File: src/rtl/assert_macros.svh
// Assertion macros used by the top level of the LZ77 token decoder.
`ifndef ASSERT_MACROS_SVH
`define ASSERT_MACROS_SVH
`ifndef ASSERT_OFF
`define ASSERT_IMP(lbl, clk, rst, ante, cons) \
  lbl: assert property (@(posedge clk) disable iff (rst) (ante) |-> (cons)) \
    else $error("same-cycle implication failed");
`define ASSERT_NXT(lbl, clk, rst, ante, cons) \
  lbl: assert property (@(posedge clk) disable iff (rst) (ante) |=> (cons)) \
    else $error("next-cycle implication failed");
`else
`define ASSERT_IMP(lbl, clk, rst, ante, cons)
`define ASSERT_NXT(lbl, clk, rst, ante, cons)
`endif
`endif

File: src/rtl/lzd_pkg.sv
// Types and codes shared by the LZ77 token decoder controller and datapath.
package lzd_pkg;

  typedef enum logic [1:0] {
    STATUS_OK         = 2'd0,
    STATUS_BAD_OFFSET = 2'd1,
    STATUS_PAST_END   = 2'd2,
    STATUS_HALTED     = 2'd3
  } status_t;

  typedef enum logic [2:0] {
    S_IDLE,
    S_CHECK,
    S_READ,
    S_BYTE,
    S_EMIT,
    S_ERR
  } state_t;

  typedef enum logic [1:0] {
    OUT_NONE,
    OUT_DIRECT,
    OUT_PACK,
    OUT_ERR
  } out_sel_t;

  typedef struct packed {
    logic     load;
    logic     start;
    logic     rd;
    logic     take;
    logic     finish;
    out_sel_t out_sel;
  } cmd_t;

  typedef struct packed {
    status_t err;
    logic    last_byte;
    logic    word_done;
    logic    pack_last;
    logic    out_free;
  } sts_t;

endpackage

File: src/rtl/lzd_ctrl.sv
// Controller state machine sequencing the check, copy and packing of each token.
module lzd_ctrl
  import lzd_pkg::*;
(
  input  logic    clk,
  input  logic    rst,
  input  logic    in_valid,
  output logic    in_stall,
  input  sts_t    sts,
  output cmd_t    cmd
);

  state_t state;
  state_t state_next;

  always_ff @(posedge clk) begin
    if (rst) begin
      state <= S_IDLE;
    end else begin
      state <= state_next;
    end
  end

  always_comb begin
    state_next  = state;
    cmd         = '0;
    cmd.out_sel = OUT_NONE;
    in_stall    = 1'b1;
    unique case (state)
      S_IDLE: begin
        in_stall = 1'b0;
        if (in_valid) begin
          cmd.load   = 1'b1;
          state_next = S_CHECK;
        end
      end
      S_CHECK: begin
        if (sts.err != STATUS_OK) begin
          state_next = S_ERR;
        end else begin
          cmd.start  = 1'b1;
          state_next = S_READ;
        end
      end
      S_READ: begin
        cmd.rd     = 1'b1;
        state_next = S_BYTE;
      end
      S_BYTE: begin
        cmd.take = 1'b1;
        if (!sts.word_done) begin
          cmd.rd = 1'b1;
        end else if (sts.out_free) begin
          cmd.out_sel = OUT_DIRECT;
          if (sts.last_byte) begin
            cmd.finish = 1'b1;
            state_next = S_IDLE;
          end else begin
            cmd.rd = 1'b1;
          end
        end else begin
          state_next = S_EMIT;
        end
      end
      S_EMIT: begin
        if (sts.out_free) begin
          cmd.out_sel = OUT_PACK;
          if (sts.pack_last) begin
            cmd.finish = 1'b1;
            state_next = S_IDLE;
          end else begin
            state_next = S_READ;
          end
        end
      end
      S_ERR: begin
        if (sts.out_free) begin
          cmd.out_sel = OUT_ERR;
          cmd.finish  = 1'b1;
          state_next  = S_IDLE;
        end
      end
      default: begin
        state_next = S_IDLE;
      end
    endcase
  end

endmodule

File: config.mk
export PLATFORM = sky130hd
export DESIGN_NAME = lzd_ctrl
export DESIGN_NICKNAME = d
export VERILOG_FILES = /design/src/rtl/assert_macros.svh /design/src/rtl/lzd_pkg.sv /design/src/rtl/lzd_ctrl.sv
export SDC_FILE = /design/constraint.sdc
export NUM_CORES = 1
export LEC_CHECK = 0
export ABC_AREA = 1
export BUFFER_PORTS_ARGS = -buffer_cell sky130_fd_sc_hd__buf_2
export CAP_MARGIN = 20
export CORE_AREA = 2 2 39 41
export CTS_BUF_LIST = sky130_fd_sc_hd__clkbuf_4 sky130_fd_sc_hd__clkbuf_8
export DETAILED_ROUTE_END_ITERATION = 16
export DIE_AREA = 0 0 41 43
export SYNTH_ARGS = -nofsm -noshare
export SYNTH_HDL_FRONTEND = slang
export SYNTH_SLANG_ARGS = --single-unit
File: constraint.sdc
create_clock -name clk -period 1.45 [get_ports clk]
set_input_delay 0.435 -clock clk [delete_from_list [all_inputs] [get_ports clk]]
set_output_delay 0.435 -clock clk [all_outputs]
set_load 0.05 [all_outputs]
## After elaboration in Yosys (flattened, before gate mapping)

Cells that the tools add are included.

- Word-level logic and storage cells: 40
- Output and inout port bits: 8
- Flip-flop bits (word level): 3

- Reduce and logical (&&, ||, !) cells: 3
- Equal/unequal tests: 10
- Muxes and demuxes: 26

Operator list:

| kind | count |
|---|---|
| $mux W3 | 11 |
| $pmux W3 S6 | 1 |
| $mux W1 | 11 |
| $pmux W3 S3 | 1 |
| $ne A2 B2 Y1 const B | 4 |
| $eq A3 B2 Y1 const B | 2 |
| $eq A3 B3 Y1 const B | 2 |
| $reduce_and A5 Y1 | 1 |
| $eq A3 B1 Y1 const B | 1 |
| $logic_not A3 Y1 | 1 |
| $ne A3 B3 Y1 const B | 1 |
| $mux W2 | 1 |
| $pmux W1 S2 | 1 |
| $reduce_bool A2 Y1 | 1 |

## Depth between registers and ports, before layout

Gate-level depths: netlist of run 1.

- Depth in word-level cells: 4
- Mapped depth: 8
- Depth with buffers taken out: 8

## Worst setup path after synthesis of run 1

OpenSTA, ideal clock, no wires.

- Kind: register -> output
- Start point: register state[2]
- End point: output cmd[0] in the netlist's numbering
- Arrival: 1,744 ps
- Buffers on the path: 0
- Slack: -729 ps
- Cell stages (with the launch flop): 5
- Data required time: 1,015 ps
- Cell sequence: dfxtp_1 > inv_2 > nor2_2 > nand2_1 > o21ai_0

RTL lines:

| item | RTL line | source |
|---|---|---|
| start: declaration | lzd_ctrl.sv:13 | `state_t state;` |
| start signal: assignment | lzd_ctrl.sv:20 | `state <= state_next;` |
| end: declaration | lzd_ctrl.sv:10 | `output cmd_t cmd` |

==> results of run 1 <==
-- synth_stat cells --
master                     count  share of area (%)
sky130_fd_sc_hd__nand2_4       1                3.8
sky130_fd_sc_hd__a21boi_1      1                2.6
sky130_fd_sc_hd__nand3_1       3                5.1
sky130_fd_sc_hd__nand2_2       2                4.3
sky130_fd_sc_hd__nor2_4        2                7.7
sky130_fd_sc_hd__dfxtp_1       3                 20
sky130_fd_sc_hd__inv_1         9                 11
sky130_fd_sc_hd__nor2_1        9                 11
sky130_fd_sc_hd__o22ai_1       1                2.1
sky130_fd_sc_hd__nand2_1      12                 15
sky130_fd_sc_hd__nand3_2       1                3.4
sky130_fd_sc_hd__nor2_2        2                4.3
sky130_fd_sc_hd__o21ai_0       3                5.1
sky130_fd_sc_hd__inv_2         1                1.3
sky130_fd_sc_hd__a21oi_1       1                1.7
-- power by group through the flow --
stage	sequential, uW	clock, uW	combinational (uW)
3_5_place_dp	117	0	348
3_3_place_gp	116	0	346
2_1_floorplan	116	0	239
4_1_cts	118	176	405
5_1_grt	121	179	443
6_report	118	164	410
-- worst paths after layout --
path / from / to / slack (ns) / cells past startpoint
setup / recovery: state[2] / cmd[4] / -0.20 / 6
hold / removal: rst / state[1] / 0.38 / 2
setup reg to reg: state[2] / state[2] / 0.02 / 10
hold reg to reg: state[0] / state[0] / 0.58 / 3
-- worst max-delay path, cell delays in order, from the launching register on --
cell and delay (ns):
sky130_fd_sc_hd__dfxtp_2 0.33, sky130_fd_sc_hd__buf_6 0.11, sky130_fd_sc_hd__nor2_4 0.15, sky130_fd_sc_hd__buf_6 0.13, sky130_fd_sc_hd__nand2_4 0.06, sky130_fd_sc_hd__nand2_8 0.05, sky130_fd_sc_hd__buf_8 0.14
-- area by class of cell --
class / instances / share of cell area [%]
Clock buffer: 4 / 4.49
Inverter: 10 / 5.62
Multi-Input combinational cell: 38 / 41.8
Sequential cell: 3 / 9.93
Tap cell: 16 / 3.00
Timing Repair Buffer: 28 / 35.2
-- metrics by stage --
step	setup TNS, ns	std cells
after detailed placement	-0.433	94
after global routing	-1.59	99
final	-1.00	99
after global placement	-0.360	94
after floorplan	-0.538	51
after CTS	-1.15	99
-- per-layer routing --
layer,track usage (%),vias up,wire [um]
met5,0,-,0
met4,6.00,0,0
met3,3.14,0,48
met2,20.3,11,484
met1,11.8,180,299
li1,-,219,-
-- what timing repair did --
item,4_1_cts,5_1_grt
setup buffers,1,0
resized for setup,25,3
setup endpoints to repair,8,10
hold endpoints to repair,0,0
pin swaps,5,0
hold buffers,0,0
-- cells by family (layout without fill, tap and decap cells) --
group                  Yosys count  in the layout  synth area share [%]
and+or+nand+nor                 32             32                  55.3
buffers and inverters           10             42                  12.8
AOI/OAI and AO/OA                6              6                  11.5
DFF                              3              3                  20.4
==> results.txt, run 1 <==
* Largest net degree at the start of global routing: 6
* Leading cell type in the layout, fill and taps excluded: sky130_fd_sc_hd__buf_4
- Once layout is complete, the utilization of the core stands at 48.3%.
- For the final database, setup skew stands at 0.00171 ns.
- Setup repair after global routing missed its margin: true
* TritonCTS sink count: 3
- In this run the tightest slew margin relative to its limit is 82.9%.
- Num rows: 14
* Final count of pins violating max slew: 0
- Once detailed placement completed, the half-perimeter wirelength came to 710 um.
- The number of antenna diodes in the final layout is 0.
* Layout fillers: 146
- IR analysis of the VDD net gives a maximum drop of 0.584 mV.
- Counting the buffers created by CTS gives 3.
* Largest registers ranked by flip-flop count: state: 3 flops
- Leakage dissipation: 0.000352 uW
* Critical path endpoint category: output port
- The first global-routing pass estimated 1390 um of wire.
- OpenSTA, run right after detailed placement, puts the worst setup slack at -0.130 ns.
* Violated checks: negative setup slack
- Endpoints failing hold: 0
* Area growth from synthesis to layout: 127%
* Outcome: finished, violations left
- The netlist uses 15 different library cells.
- In this run the worst path has a maximum fanout of 3.
- Clock insertion delay at the later pin of the skew report: 0.23 ns
- Total Die Area: 0.00176 mm^2
- Initial Util: 21.2%
* Clock network power share: 23.6%
- In the synthesized netlist, the number of instances is 51.
* Drc violations: 0
- The worst setup path is launched from a register.
- More flip-flops sit in one register than any other, and that register is state.
- Fin nets: 93
* Combinational fraction of design power: 59.2%
* Proportion of layout cells with a drive suffix above 1: 62.7%
- In the post-route analysis, the smallest setup slack over all paths is -0.204 ns.
* Placed cell areas: 533 um^2
- Starting DRC count in detailed routing: 0
- The tool flagged a number of max-cap violations equal to 0.
- Number of H-tree branching levels: 1
* Area inside the core boundary: 0.00138 mm^2
* Final routed wire length divided by cell count: 8.40 um
* Cell-internal power: 393 uW
- Total power for the finished layout comes to 692 uW.
* Via count normalized by instance count: 4.14
- In the final layout, the multi-input gates occupy 279 um^2.
- Antenna violations before repair: 0
- The longest clock path from root to sink contains 2 buffers.
- Vias: 410
- Registers are responsible for 17.1% of the overall power.
- Register bit total from synthesis: 3
- Flip-flop and latch area: 66.3 um^2
* IO Port Bufs: 16
- Global route total overflow: 0
- The register with the most flip-flops in the layout has 3 of them.
- Detailed Routing Iterations Pass 1: 1
* Arrival time worst endpoint: 1.22 ns
- Post-synth design cell area: 294 um^2
* X dimension of the die: 41 um
* Via count of the first global-routing pass: 382
* Syn. warnings: 0
* Shortest clock period the worst path allows after layout: 1.65 ns
- In this run the mean area of a mapped cell was 5.77 um^2.
- The tightest min-delay check is of the primary input to register type.
* Power per cell area: 1040 mW/mm^2
- When the netlist entered floorplanning its net count stood at 60.
* Y dimension of the die: 43 um
- Switching fraction of total power: 43.2%
- After routing the design area is 668 um^2.
- Crit Path Class: register to output port
* Worst Hold Margin: 0.381 ns
- Net switching power figure: 299 uW
- For the worst setup path, the data required time is 1.02 ns.
- Leaving out fill and tap cells, the most frequent cells in the layout are sky130_fd_sc_hd__buf_4 (10), sky130_fd_sc_hd__inv_1 (9), sky130_fd_sc_hd__nand2_1 (9).
* Worst Tran Pin Value: 0.256 ns
- Static timing analysis puts the maximum clock frequency at 0.605 GHz.
- GP Congestion: 0.703
* Period utilisation layout: 114%
- Worst-path clk slew: 0.04 ns
- Sequential cells were found to cover 20.4% of the synthesized design area.
- Detailed Route WL: 832 um
* Clk root buf: sky130_fd_sc_hd__clkbuf_4
* TritonCTS clock tree: done
* Total I/O pin count: 17
* Final Setup Violations: 8
- GRT Overall Usage: 11.7%
- The count of nets left with antenna violations once routing finished came out at 0.
Note: power is estimated with default switching activity, not from simulation.
==> inputs of run 2 (changes only) <==
--- a/config.mk
+++ b/config.mk
@@ -8,10 +8,10 @@
 export ABC_AREA = 1
 export BUFFER_PORTS_ARGS = -buffer_cell sky130_fd_sc_hd__buf_2
 export CAP_MARGIN = 20
-export CORE_AREA = 2 2 39 41
+export CORE_AREA = 5 5 42 44
 export CTS_BUF_LIST = sky130_fd_sc_hd__clkbuf_4 sky130_fd_sc_hd__clkbuf_8
 export DETAILED_ROUTE_END_ITERATION = 16
-export DIE_AREA = 0 0 41 43
+export DIE_AREA = 0 0 47 49
 export SYNTH_ARGS = -nofsm -noshare
 export SYNTH_HDL_FRONTEND = slang
 export SYNTH_SLANG_ARGS = --single-unit
==> run 2 against run 1 <==
Compared with the run above:
- the run still ends with negative setup slack left
- hold slack lost 0.0049 ns
- register-to-register slack gained 0.07 ns
- power grew 3.9%
==> results.txt, run 2 (synthesis gave the netlist of run 1 again) <==
* Final Setup Violations: 8
* Final count of pins violating max slew: 0
* Register with the highest flop count: state
- Largest net degree at the start of global routing: 6
* First-pass GRT wire length: 1720 um
- Max Fanout on Critical Path: 4
- Num rows: 14
- Period utilisation layout: 116%
* Initial Util: 21.0%
- Across the run, the number of max-cap violations was 0.
- Counting every sink on the clock net gives 3.
* Sequential Power Share: 17.0%
- Combinational fraction of design power: 59.9%
* Num CTS Buffers: 3
- Worst-path cell with the longest stage delay: sky130_fd_sc_hd__dfxtp_4
* Cell-internal power: 403 uW
- The worst-case IR drop observed on VDD is 0.448 mV.
- Of the cells placed in the final design, the portion with a size suffix greater than 1 is 67.1%.
* Fin nets: 95
* Vias: 430
- In the routed design, unresolved DRC markers number 0.
- Worst Tran Pin Value: 0.255 ns
* Endpoints failing hold: 0
- Critical path endpoint category: output port
- Clock network power share: 23.1%
- Across all setup checks in the final design, the least slack found is -0.236 ns.
- Detailed Routing Iterations Pass 1: 2
- Static timing analysis puts the maximum clock frequency at 0.593 GHz.
- Final Power: 719 uW
- Counting the fill cells in the layout gives 142.
* Bufs on Longest Clock Path: 2
- Total Die Area: 0.00230 mm^2
* Leakage dissipation: 0.000372 uW
* X dimension of the die: 47 um
* Clock insertion delay at the later pin of the skew report: 0.23 ns
- Violated checks: negative setup slack
- DPL Wire Length: 774 um
- Antenna violations before repair: 0
- The number of global-route vias before repair is 428.
* Total negative setup slack: -1.29 ns
- Kind of launch point of the worst setup path: register
* Worst EP required: 1.02 ns
- Via count normalized by instance count: 4.26
- Power per cell area: 1040 mW/mm^2
* Total I/O pin count: 17
* Leading cell type in the layout, fill and taps excluded: sky130_fd_sc_hd__buf_4
* Antenna cell count: 0
- GRT Overall Usage: 10.4%
- Dividing the detail-routed wire length by the instance count gives 11.3 um.
- On the worst path, the slowest cell contributes a delay of 0.38 ns.
- Hold WC Path Type: primary input to register
- Crit path cell chain: nand2_4 > nor2_4 > nand3_4 > o22ai_4 > buf_6
- TritonCTS built the clock tree.
* Starting DRC count in detailed routing: 3
- Arrival time worst endpoint: 1.25 ns
- The core region is 0.00140 mm^2.
* Shortest clock period the worst path allows after layout: 1.69 ns
* Detailed Route WL: 1140 um
- Area growth from synthesis to layout: 136%
- On the final layout, the worst clock skew is 0.00192 ns.
- From bottom edge to top edge, the die measures 49 um.
* Largest register FFs: 3
* IO Port Bufs: 16
- In the final layout, the registers with the most flip-flops are state: 3 flops.
- CTS built an H-tree with a depth of 1.
- Worst-path clk slew: 0.04 ns
- Net switching power figure: 316 uW
- GP Congestion: 0.691
- Summed over all layers, the global routing overflow is 0.
- Switching fraction of total power: 43.9%
* Commonest cells after routing, fill and taps aside: sky130_fd_sc_hd__buf_4 (12), sky130_fd_sc_hd__inv_1 (8), sky130_fd_sc_hd__nand2_1 (8), sky130_fd_sc_hd__buf_2 (8)
- The detail route stage leaves a number of antenna-violating nets equal to 0.
- Outcome: finished, violations left
* Slew margin rel.: 83.0%
- Crit Path Class: register to output port
- Clk root buf: sky130_fd_sc_hd__clkbuf_4
- Setup repair after global routing missed its margin: true
==> run 2: per-stage QoR <==
stage               utilization, %  worst slack (ns)  cells  hold slack, ns  cell area (um^2)
global route                  49.6            -0.296    101           0.372               694
CTS                           47.4            -0.234    100           0.365               664
finish                        49.6            -0.236    101           0.376               694
floorplan                        -            -0.298     51           0.500               350
global placement              38.6            -0.153     95           0.551               541
detailed placement            38.6            -0.173     95           0.555               541
==> run 2: power groups by stage <==
| stage | Sequential (uW) | Clock [uW] | Combinational, uW |
|---|---|---|---|
| after floorplan | 116 | 0 | 239 |
| after global placement | 115 | 0 | 351 |
| after detailed placement | 115 | 0 | 355 |
| after CTS | 116 | 177 | 409 |
| after global routing | 124 | 187 | 463 |
| final | 122 | 166 | 431 |
==> run 2: layout make-up <==
type	instances	area [um^2]	area share, %
clock buffers	4	30.0	4.32
inverters	10	37.5	5.41
multi-input cells	38	284	40.9
flip-flops and latches	3	68.8	9.91
well taps	16	20.0	2.88
repair buffers	30	254	36.6
==> run 2: repair_timing <==
item	4_1_cts	5_1_grt
gates cloned	0	0
setup buffers	1	2
pin swaps	5	5
endpoints found under the setup margin	8	11
hold buffers	0	0
resized for setup	26	7
==> run 2: layer usage <==
metal	global-route usage (%)	vias up	share of wire, %
li1	-	223	-
met1	9.45	198	32
met2	18.8	9	62
met3	3.69	0	5.5
met4	5.53	0	0
met5	0	-	0
==> run 2: final timing paths <==
path | startpoint | to | slack (ns) | cells past startpoint
setup / recovery | state[1] | cmd[2] | -0.24 | 5
hold reg to reg | state[0] | state[0] | 0.60 | 3
setup reg to reg | state[1] | state[2] | 0.09 | 9
hold / removal | rst | state[2] | 0.38 | 2
==> run 2: critical path, delay by kind of cell, from the launching register on <==
family	cells	cell delay, ns
AO/OA/AOI/OAI	1	0.11
buffers and inverters	1	0.18
flip-flops	1	0.38
AND/OR/NAND/NOR	3	0.34
